<file path="src/hw/rtl/clipped_window_histogram_smoother_top_defines.svh">
// assertion macros for the histogram smoother
`ifndef CLIPPED_WINDOW_HISTOGRAM_SMOOTHER_TOP_DEFINES_SVH
`define CLIPPED_WINDOW_HISTOGRAM_SMOOTHER_TOP_DEFINES_SVH

`ifndef SYNTH
`define CWHS_ASSERT(lbl, prop, msg) \
  lbl: assert property (@(posedge clk_i) disable iff (!rst_ni) prop) else $error(msg);
`define CWHS_ASSERT_RST(lbl, prop, msg) \
  lbl: assert property (@(posedge clk_i) prop) else $error(msg);
`else
`define CWHS_ASSERT(lbl, prop, msg)
`define CWHS_ASSERT_RST(lbl, prop, msg)
`endif

`endif

</file>
<file path="src/hw/rtl/cwhs_pkg.sv">
package cwhs_pkg;

  localparam int DEPTH      = 64;
  localparam int COUNT_BITS = 32;
  localparam int FRAC_BITS  = 8;
  localparam int IDX_BITS   = $clog2(DEPTH);
  localparam int CNT_BITS   = IDX_BITS + 1;
  localparam int CFG_BITS   = 6;
  localparam int ADDR_BITS  = 2;
  localparam int OUT_BITS   = COUNT_BITS + FRAC_BITS;
  localparam int SUM_BITS   = COUNT_BITS + IDX_BITS;
  localparam int DIVD_BITS  = SUM_BITS + FRAC_BITS;
  localparam int LEN_BITS   = IDX_BITS + 1;
  localparam int STEP_BITS  = $clog2(DIVD_BITS);

  typedef enum logic [ADDR_BITS-1:0] {
    REG_RADIUS_LEFT  = 2'd0,
    REG_RADIUS_RIGHT = 2'd1,
    REG_RANGE_START  = 2'd2,
    REG_RANGE_END    = 2'd3
  } cwhs_reg_e;

  typedef enum logic [3:0] {
    ST_IDLE,
    ST_SETUP,
    ST_SUM,
    ST_SUM_TAIL,
    ST_DIV_LOAD,
    ST_DIV,
    ST_MEAN_OUT,
    ST_RAW_RD,
    ST_RAW_OUT,
    ST_OUT
  } cwhs_state_e;

  typedef struct packed {
    logic [COUNT_BITS-1:0] bin_value;
    logic                  last_bin;
  } cwhs_in_t;

  typedef struct packed {
    logic [IDX_BITS-1:0] bin_index;
    logic [OUT_BITS-1:0] smoothed_value;
    logic                last_result;
  } cwhs_out_t;

  typedef struct packed {
    logic load;
    logic start;
    logic setup;
    logic sum_rd;
    logic raw_rd;
    logic div_load;
    logic div_step;
    logic out_mean;
    logic out_raw;
    logic next_bin;
    logic pass_done;
  } cwhs_cmd_t;

  typedef struct packed {
    logic in_range;
    logic at_hi;
    logic div_done;
    logic out_acc;
    logic out_last;
  } cwhs_stat_t;

endpackage

</file>
<file path="src/hw/rtl/cwhs_ctrl.sv">
module cwhs_ctrl (
  input  logic               clk_i,
  input  logic               rst_ni,
  input  logic               in_valid_i,
  input  logic               in_last_i,
  input  cwhs_pkg::cwhs_stat_t stat_i,
  output logic               in_ready_o,
  output cwhs_pkg::cwhs_cmd_t  cmd_o
);
  import cwhs_pkg::*;

  cwhs_state_e state_q, state_d;

  always_ff @(posedge clk_i or negedge rst_ni) begin
    if (!rst_ni) begin
      state_q <= ST_IDLE;
    end else begin
      state_q <= state_d;
    end
  end

  always_comb begin
    state_d = state_q;
    case (state_q)
      ST_IDLE: begin
        if (in_valid_i && in_last_i) begin
          state_d = ST_SETUP;
        end
      end
      ST_SETUP:    state_d = stat_i.in_range ? ST_SUM : ST_RAW_RD;
      ST_SUM: begin
        if (stat_i.at_hi) begin
          state_d = ST_SUM_TAIL;
        end
      end
      ST_SUM_TAIL: state_d = ST_DIV_LOAD;
      ST_DIV_LOAD: state_d = ST_DIV;
      ST_DIV: begin
        if (stat_i.div_done) begin
          state_d = ST_MEAN_OUT;
        end
      end
      ST_MEAN_OUT: state_d = ST_OUT;
      ST_RAW_RD:   state_d = ST_RAW_OUT;
      ST_RAW_OUT:  state_d = ST_OUT;
      ST_OUT: begin
        if (stat_i.out_acc) begin
          state_d = stat_i.out_last ? ST_IDLE : ST_SETUP;
        end
      end
      default:     state_d = ST_IDLE;
    endcase
  end

  always_comb begin
    cmd_o      = '0;
    in_ready_o = 1'b0;
    case (state_q)
      ST_IDLE: begin
        in_ready_o  = 1'b1;
        cmd_o.load  = in_valid_i;
        cmd_o.start = in_valid_i && in_last_i;
      end
      ST_SETUP:    cmd_o.setup    = 1'b1;
      ST_SUM:      cmd_o.sum_rd   = 1'b1;
      ST_DIV_LOAD: cmd_o.div_load = 1'b1;
      ST_DIV:      cmd_o.div_step = 1'b1;
      ST_MEAN_OUT: cmd_o.out_mean = 1'b1;
      ST_RAW_RD:   cmd_o.raw_rd   = 1'b1;
      ST_RAW_OUT:  cmd_o.out_raw  = 1'b1;
      ST_OUT: begin
        cmd_o.next_bin  = stat_i.out_acc && !stat_i.out_last;
        cmd_o.pass_done = stat_i.out_acc && stat_i.out_last;
      end
      default: begin
        cmd_o = '0;
      end
    endcase
  end

endmodule

</file>
<file path="src/hw/rtl/cwhs_dp.sv">
module cwhs_dp (
  input  logic                               clk_i,
  input  logic                               rst_ni,
  input  cwhs_pkg::cwhs_cmd_t                cmd_i,
  input  cwhs_pkg::cwhs_in_t                 in_data_i,
  input  logic                               cfg_we_i,
  input  logic [cwhs_pkg::ADDR_BITS-1:0]     cfg_addr_i,
  input  logic [cwhs_pkg::CFG_BITS-1:0]      cfg_data_i,
  input  logic                               out_ready_i,
  output cwhs_pkg::cwhs_stat_t               stat_o,
  output logic                               out_valid_o,
  output cwhs_pkg::cwhs_out_t                out_data_o
);
  import cwhs_pkg::*;

  logic [COUNT_BITS-1:0] mem_q [DEPTH];
  logic [COUNT_BITS-1:0] rdata_q;
  logic                  rd_vld_q;

  logic [CFG_BITS-1:0]   rl_q, rr_q, rs_q, re_q;
  logic [CNT_BITS-1:0]   cnt_q;
  logic [IDX_BITS-1:0]   idx_q, ptr_q, hi_q;
  logic [LEN_BITS-1:0]   len_q;
  logic [SUM_BITS-1:0]   acc_q;
  logic [LEN_BITS-1:0]   rem_q;
  logic [DIVD_BITS-1:0]  quo_q;
  logic [STEP_BITS-1:0]  step_q;
  logic                  out_valid_q;
  cwhs_out_t             out_q;

  logic [CNT_BITS-1:0]   n_m1;
  logic [IDX_BITS-1:0]   e_clip, lo, hi;
  logic [IDX_BITS:0]     lo_raw, hi_raw;
  logic [IDX_BITS-1:0]   raddr;
  logic [LEN_BITS:0]     rem_sh, rem_sub;
  logic                  full, last_of_pass;

  // clamped end and window bounds of the current bin
  always_comb begin
    n_m1   = cnt_q - CNT_BITS'(1);
    e_clip = (CNT_BITS'(re_q) > n_m1) ? n_m1[IDX_BITS-1:0] : re_q;
    lo_raw = {1'b0, idx_q} - {1'b0, rl_q};
    hi_raw = {1'b0, idx_q} + {1'b0, rr_q};
    lo     = (lo_raw[IDX_BITS] || (lo_raw[IDX_BITS-1:0] < rs_q)) ? rs_q
                                                                 : lo_raw[IDX_BITS-1:0];
    hi     = (hi_raw > {1'b0, e_clip}) ? e_clip : hi_raw[IDX_BITS-1:0];
    full   = (cnt_q == CNT_BITS'(DEPTH));
    last_of_pass = (CNT_BITS'(idx_q) == n_m1);
    raddr  = cmd_i.raw_rd ? idx_q : ptr_q;
    rem_sh  = {rem_q, quo_q[DIVD_BITS-1]};
    rem_sub = rem_sh - {1'b0, len_q};
  end

  assign stat_o.in_range = (idx_q >= rs_q) && (idx_q <= e_clip);
  assign stat_o.at_hi    = (ptr_q == hi_q);
  assign stat_o.div_done = (step_q == STEP_BITS'(DIVD_BITS - 1));
  assign stat_o.out_acc  = out_valid_q && out_ready_i;
  assign stat_o.out_last = out_q.last_result;

  assign out_valid_o = out_valid_q;
  assign out_data_o  = out_q;

  // bin store
  always_ff @(posedge clk_i) begin
    if (cmd_i.load && !full) begin
      mem_q[cnt_q[IDX_BITS-1:0]] <= in_data_i.bin_value;
    end
    if (cmd_i.sum_rd || cmd_i.raw_rd) begin
      rdata_q <= mem_q[raddr];
    end
  end

  always_ff @(posedge clk_i or negedge rst_ni) begin
    if (!rst_ni) begin
      rl_q        <= CFG_BITS'(1);
      rr_q        <= CFG_BITS'(1);
      rs_q        <= '0;
      re_q        <= CFG_BITS'(63);
      cnt_q       <= '0;
      idx_q       <= '0;
      rd_vld_q    <= 1'b0;
      out_valid_q <= 1'b0;
    end else begin
      if (cfg_we_i) begin
        case (cwhs_reg_e'(cfg_addr_i))
          REG_RADIUS_LEFT:  rl_q <= cfg_data_i;
          REG_RADIUS_RIGHT: rr_q <= cfg_data_i;
          REG_RANGE_START:  rs_q <= cfg_data_i;
          REG_RANGE_END:    re_q <= cfg_data_i;
          default:          rl_q <= rl_q;
        endcase
      end
      if (cmd_i.load && !full) begin
        cnt_q <= cnt_q + CNT_BITS'(1);
      end else if (cmd_i.pass_done) begin
        cnt_q <= '0;
      end
      if (cmd_i.start) begin
        idx_q <= '0;
      end else if (cmd_i.next_bin) begin
        idx_q <= idx_q + IDX_BITS'(1);
      end
      rd_vld_q <= cmd_i.sum_rd;
      if (cmd_i.out_mean || cmd_i.out_raw) begin
        out_valid_q <= 1'b1;
      end else if (stat_o.out_acc) begin
        out_valid_q <= 1'b0;
      end
    end
  end

  // window sum and restoring divider
  always_ff @(posedge clk_i) begin
    if (cmd_i.setup) begin
      ptr_q <= lo;
      hi_q  <= hi;
      len_q <= LEN_BITS'({1'b0, hi} - {1'b0, lo}) + LEN_BITS'(1);
      acc_q <= '0;
    end else begin
      if (cmd_i.sum_rd) begin
        ptr_q <= ptr_q + IDX_BITS'(1);
      end
      if (rd_vld_q) begin
        acc_q <= acc_q + SUM_BITS'(rdata_q);
      end
    end
    if (cmd_i.div_load) begin
      quo_q  <= {acc_q, {FRAC_BITS{1'b0}}};
      rem_q  <= '0;
      step_q <= '0;
    end else if (cmd_i.div_step) begin
      step_q <= step_q + STEP_BITS'(1);
      if (!rem_sub[LEN_BITS]) begin
        rem_q <= rem_sub[LEN_BITS-1:0];
        quo_q <= {quo_q[DIVD_BITS-2:0], 1'b1};
      end else begin
        rem_q <= rem_sh[LEN_BITS-1:0];
        quo_q <= {quo_q[DIVD_BITS-2:0], 1'b0};
      end
    end
    if (cmd_i.out_mean || cmd_i.out_raw) begin
      out_q.bin_index      <= idx_q;
      out_q.last_result    <= last_of_pass;
      out_q.smoothed_value <= cmd_i.out_mean ? quo_q[OUT_BITS-1:0]
                                             : {rdata_q, {FRAC_BITS{1'b0}}};
    end
  end

endmodule

</file>
<file path="src/hw/rtl/clipped_window_histogram_smoother_top.sv">
// Histogram box-filter smoother. While idle, bins load one word per cycle into a 64-entry
// store (words past 64 are dropped); the word marked last_bin starts the output pass, which
// emits every loaded bin in index order and then returns to loading. A bin inside
// range_start..range_end (end clamped to the last loaded bin) becomes floor(256 * sum / len)
// over its window clipped to that range; other bins leave as value * 256. On the pass a
// smoothed bin makes one store read per window bin, then runs a 46-step restoring divider,
// one quotient bit per cycle; a raw bin makes a single store read. Configuration writes are
// taken in any cycle and belong between passes.
`include "clipped_window_histogram_smoother_top_defines.svh"

module clipped_window_histogram_smoother_top (
  input  logic                            clk_i,
  input  logic                            rst_ni,
  input  logic                            in_valid_i,
  output logic                            in_ready_o,
  input  cwhs_pkg::cwhs_in_t              in_data_i,
  output logic                            out_valid_o,
  input  logic                            out_ready_i,
  output cwhs_pkg::cwhs_out_t             out_data_o,
  input  logic                            cfg_valid_i,
  output logic                            cfg_ready_o,
  input  logic [cwhs_pkg::ADDR_BITS-1:0]  cfg_addr_i,
  input  logic [cwhs_pkg::CFG_BITS-1:0]   cfg_data_i
);
  import cwhs_pkg::*;

  cwhs_cmd_t  cmd;
  cwhs_stat_t stat;

  assign cfg_ready_o = 1'b1;

  cwhs_ctrl u_ctrl (
    .clk_i      (clk_i),
    .rst_ni     (rst_ni),
    .in_valid_i (in_valid_i),
    .in_last_i  (in_data_i.last_bin),
    .stat_i     (stat),
    .in_ready_o (in_ready_o),
    .cmd_o      (cmd)
  );

  cwhs_dp u_dp (
    .clk_i       (clk_i),
    .rst_ni      (rst_ni),
    .cmd_i       (cmd),
    .in_data_i   (in_data_i),
    .cfg_we_i    (cfg_valid_i && cfg_ready_o),
    .cfg_addr_i  (cfg_addr_i),
    .cfg_data_i  (cfg_data_i),
    .out_ready_i (out_ready_i),
    .stat_o      (stat),
    .out_valid_o (out_valid_o),
    .out_data_o  (out_data_o)
  );

  `CWHS_ASSERT(a_no_load_during_pass, !(in_ready_o && out_valid_o), "load open while word pending")
  `CWHS_ASSERT(a_pass_continues, out_valid_o && out_ready_i && !out_data_o.last_result |=> !in_ready_o, "pass ended early")
  `CWHS_ASSERT(a_pass_ends, out_valid_o && out_ready_i && out_data_o.last_result |=> in_ready_o && !out_valid_o, "no return to loading after last word")
  `CWHS_ASSERT_RST(a_reset_idle, !rst_ni |=> !out_valid_o || !$past(rst_ni), "result word after reset")

endmodule
</file>
<file path="config.mk">
export PLATFORM = sky130hd
export DESIGN_NAME = clipped_window_histogram_smoother_top
export DESIGN_NICKNAME = d
export VERILOG_FILES = /design/src/hw/rtl/cwhs_pkg.sv /design/src/hw/rtl/cwhs_ctrl.sv /design/src/hw/rtl/cwhs_dp.sv /design/src/hw/rtl/clipped_window_histogram_smoother_top.sv
export VERILOG_INCLUDE_DIRS = /design/src /design/src/hw/rtl
export SDC_FILE = /design/constraint.sdc
export NUM_CORES = 2
export LEC_CHECK = 0
export CORE_MARGIN = 5
export CORE_UTILIZATION = 38
export CTS_CLUSTER_DIAMETER = 200
export DETAILED_ROUTE_END_ITERATION = 16
export DONT_BUFFER_PORTS = 1
export GPL_ROUTABILITY_DRIVEN = 0
export PLACE_DENSITY = 0.6
export SYNTH_ARGS = -nofsm -noshare
export SYNTH_HDL_FRONTEND = slang
export SYNTH_HIERARCHICAL = 1
export SYNTH_SLANG_ARGS = --single-unit
</file>
<file path="constraint.sdc">
create_clock -name clk_i -period 5.86 [get_ports clk_i]
set_clock_uncertainty 0.1 [all_clocks]
set_input_delay 1.172 -clock clk_i [delete_from_list [all_inputs] [get_ports clk_i]]
set_output_delay 1.172 -clock clk_i [all_outputs]
set_load 0.01 [all_outputs]
</file>
==> impl_metrics.yaml <==
final_layout:
  syn_to_final_growth_pct: 13.77
  final_common_cell: "edfxtp_1"
  finalCoreUtilization_pct: 43.41
  layout_common_cells: "edfxtp_1 (2184), mux4_2 (512), nand2_1 (318), clkbuf_16 (221)"
  drive_gt1_share_pct: 23.60
  nets: 5081
floorplan:
  coreArea_um2: 240300
  boundaryPins: 96
  die_area_um2: 251200
  start_util_pct: 38.16
  die_w_um: 501.2
  rows: 180
  die_y_um: 501.2
placement:
  dp_hpwl_mm: 137.9
  port_buffers: 0
  place_ws_ns: 0.1612
setup_path:
  arrival_ns: 6.06
  max_stage_delay_ns: 0.46
  crit_chain: "inv_4 -> ha_1 -> ha_1 -> nor2b_1 -> o211ai_1 -> a21oi_2 -> a22oi_2 -> a21oi_2 -> o21ai_1 -> ha_1 -> nand2_1 -> a211oi_2 -> nand2_1 -> mux2_2 -> a211oi_4 -> nand4b_1 -> a32oi_4 -> mux2_4 -> ha_1 -> ha_1 -> fa_1 -> a21o_1 -> a21oi_1 -> xnor2_1"
  end_kind: "flop"
  path_delay_family: "adder cells"
  cp.required_ns: 6.36
  crit_top_cell: "ha_1"
  cp_slowest_cell: "fa_1"
  path_buf_inv: 1
  critPathMaxFanout: 6
  critical_path_class: "flop to flop"
  start_kind: "flop"
timing:
  hold_viol_final: 0
  fmax_mhz: 179.8
  slew_violations: 0
  max_slew_margin_pct: 15.08
  post-route-min-period_ns: 5.562
  setup_viol: 0
  finalSetupTns_ns: 0
  fin_ws_ns: 0.2982
  worst_pin_slew_ns: 1.247
  min_period_over_period_pct: 94.91
grt:
  antenna_found_initial: 14
  grt_start_max_net_pins: 91
  grt_pass1_wl_mm: 342.9
  gr-usage-met3_pct: 4.379
  grt-ovfl-total: 0
  grtUsageMet1_pct: 26.74
  grt.total_usage_pct: 18.59
  gr-usage-met2_pct: 29.03
  busiest_layer: "met2"
  grt_pass1_vias: 47470
route:
  wl_mm: 235.9
  vias: 47440
  avgViaCountPerCell: 5.708
  ant_nets: 0
  drc: 0
  first_pass_iters: 6
  wl_per_cell_um: 28.39
  drtIter0Drc: 4605
cts:
  h-tree-depth: 4
  cts_buffer_depth: 3
  tritoncts: "done"
  clkLatencyLatePin_ns: 0.89
  clkTransAtPathRegs_ns: 0.06
  cts_root_buf: "clkbuf_16"
  cts-buffers-inserted: 220
  cts_sinks: 2286
pwr:
  worst_ir_drop_vdd_v: 0.0003717
  p_leak_nw: 33.15
  power_mw: 51.01
  powerDensity_nw_per_um2: 488.9
synthesis:
  synth_seq_cells: 2286
  ys.flop_type: "edfxtp_1"
  ys_warn_count: 6
  ys_types: 79
  netlist_area_um2: 91700
  synth-edff-count: 2184
  synth_nets: 4918
  async_reset_ff_share_pct: 1.881
  syn_area_per_cell_um2: 19.20
  seq_area_frac_synth_pct: 73.99
  synth_cells: 4776
hold_path:
  min_path_type: "input pin to async pin"
status:
  status: "complete, no violations"
flow_run:
  cap_violations: 0
==> path summary, 6_finish.rpt <==
kind,from,end,slack (ns),cells past startpoint
worst max-delay path,u_dp/cnt_q[0]$_DFFE_PN0P_,u_dp/len_q[5]$_DFFE_PP_,0.30,24
worst min-delay path,rst_ni,u_ctrl/state_q[1]$_DFFE_PN0P_,0.08,1
worst max register to register,u_dp/cnt_q[0]$_DFFE_PN0P_,u_dp/len_q[5]$_DFFE_PP_,0.30,24
worst min register to register,u_dp/quo_q[5]$_SDFFE_PP0P_,u_dp/quo_q[6]$_SDFFE_PP0P_,0.37,2
max in group asynchronous,rst_ni,u_dp/rr_q[4]$_DFFE_PN0P_,5.34,1
min in group clk_i,in_data_i[6],u_dp/mem_q[63][5]$_DFFE_PP_,0.28,0
==> layer usage <==
metal | share of wire (%) | up-vias
met3 | 8.2 | 319
met2 | 47 | 1765
met5 | 0.085 | -
li1 | - | 19840
met4 | 2.0 | 6
met1 | 43 | 25500
==> where the power goes <==
group          internal, mW  switching, mW  total, mW
logic                  7.55           10.3       17.8
registers              18.9          0.572       19.5
clock network          7.53           6.17       13.7
==> worst register-to-register path, delay by kind of cell (launching register included) <==
| kind | cells | cell delay, ns |
|---|---|---|
| xor+xnor | 1 | 0.08 |
| simple gates | 4 | 0.46 |
| mux | 2 | 0.64 |
| flops | 1 | 0.41 |
| compound gates | 10 | 1.76 |
| buf+inv | 1 | 0.08 |
| fa+ha+maj | 6 | 1.83 |
==> timing repair <==
| action | in CTS | in global routing |
|---|---|---|
| gates resized for setup | 0 | 7 |
| endpoints found under the setup margin | 0 | 2 |
| hold buffers | 1 | 0 |
| endpoints found under the hold margin | 35 | 0 |
| setup buffers | 0 | 2 |
==> cells by family after synthesis <==
| logic type | share of synthesized area, % |
|---|---|
| compound gates | 4.718 |
| flops | 73.99 |
| fa+ha+maj | 1.362 |
| other cells | 0.004089 |
| xor+xnor | 0.7259 |
| buf+inv | 1.465 |
| simple gates | 3.859 |
| mux | 13.88 |
==> cell type report <==
type	instances	area, um2
Sequential cell	2286	67850
Tap cell	3185	3985
Clock buffer	265	5705
Antenna cell	6	15.01
Clock inverter	137	1247
Multi-Input combinational cell	2157	23170
Inverter	57	216.5
Timing Repair Buffer	217	2142
Fill cell	20660	136000
==> sequential cells by signal, summed over array words and instances (netlist names) <==
register	count
u_dp/mem_q	2048
u_dp/out_data_o	47
u_dp/quo_q	46
u_dp/acc_q	38
u_dp/rdata_q	32
u_dp/cnt_q	7
u_dp/len_q	7
u_dp/rem_q	7
u_dp/hi_q	6
u_dp/idx_q	6
u_dp/ptr_q	6
u_dp/re_q	6
u_dp/rl_q	6
u_dp/rr_q	6
u_dp/rs_q	6
u_dp/step_q	6
u_ctrl/state_q	4
u_dp/out_valid_o	1
u_dp/rd_vld_q	1
==> per-stage QoR <==
| step | cells | instance area, um2 | hold WS (ns) |
|---|---|---|---|
| CTS | 8302 | 104300 | 0.02128 |
| finish | 8310 | 104300 | 0.07647 |
| global route | 8305 | 104300 | 0.03786 |
| global placement | 7899 | 97300 | 0.3664 |
| detailed placement | 7899 | 97300 | 0.3836 |
| floorplan | 4776 | 91730 | 0.3584 |
==> Yosys cell counts (4+ instances only) <==
cell | n | share of area, %
a21oi_1 | 111 | 0.61
nand3b_1 | 5 | 0.041
a22o_1 | 37 | 0.35
nand2_1 | 318 | 1.3
mux4_2 | 512 | 13
buf_1 | 22 | 0.090
and3_1 | 9 | 0.061
dfxtp_1 | 59 | 1.3
nor2_1 | 149 | 0.61
xor2_1 | 25 | 0.24
nor4b_1 | 9 | 0.086
o22ai_1 | 5 | 0.034
fa_1 | 5 | 0.11
buf_2 | 60 | 0.33
a311oi_1 | 68 | 0.65
edfxtp_1 | 2184 | 72
a31oi_1 | 74 | 0.50
a211oi_1 | 177 | 1.4
o211ai_1 | 4 | 0.033
dfstp_2 | 8 | 0.23
or2_2 | 5 | 0.034
nand2b_1 | 17 | 0.12
nor2b_1 | 13 | 0.089
mux2_2 | 59 | 0.72
mux2i_1 | 53 | 0.58
o21a_1 | 6 | 0.049
dfrtp_1 | 35 | 0.96
inv_1 | 56 | 0.23
o21ai_0 | 43 | 0.23
ha_1 | 91 | 1.2
nand4_1 | 17 | 0.12
or3_1 | 4 | 0.027
a211o_1 | 4 | 0.038
xnor2_1 | 51 | 0.49
o21bai_1 | 9 | 0.074
nand3_1 | 29 | 0.16
and2_1 | 141 | 0.96
nor3_1 | 16 | 0.087
clkbuf_1 | 190 | 0.78
a21o_1 | 36 | 0.29
(Power assumes the default switching activity.)
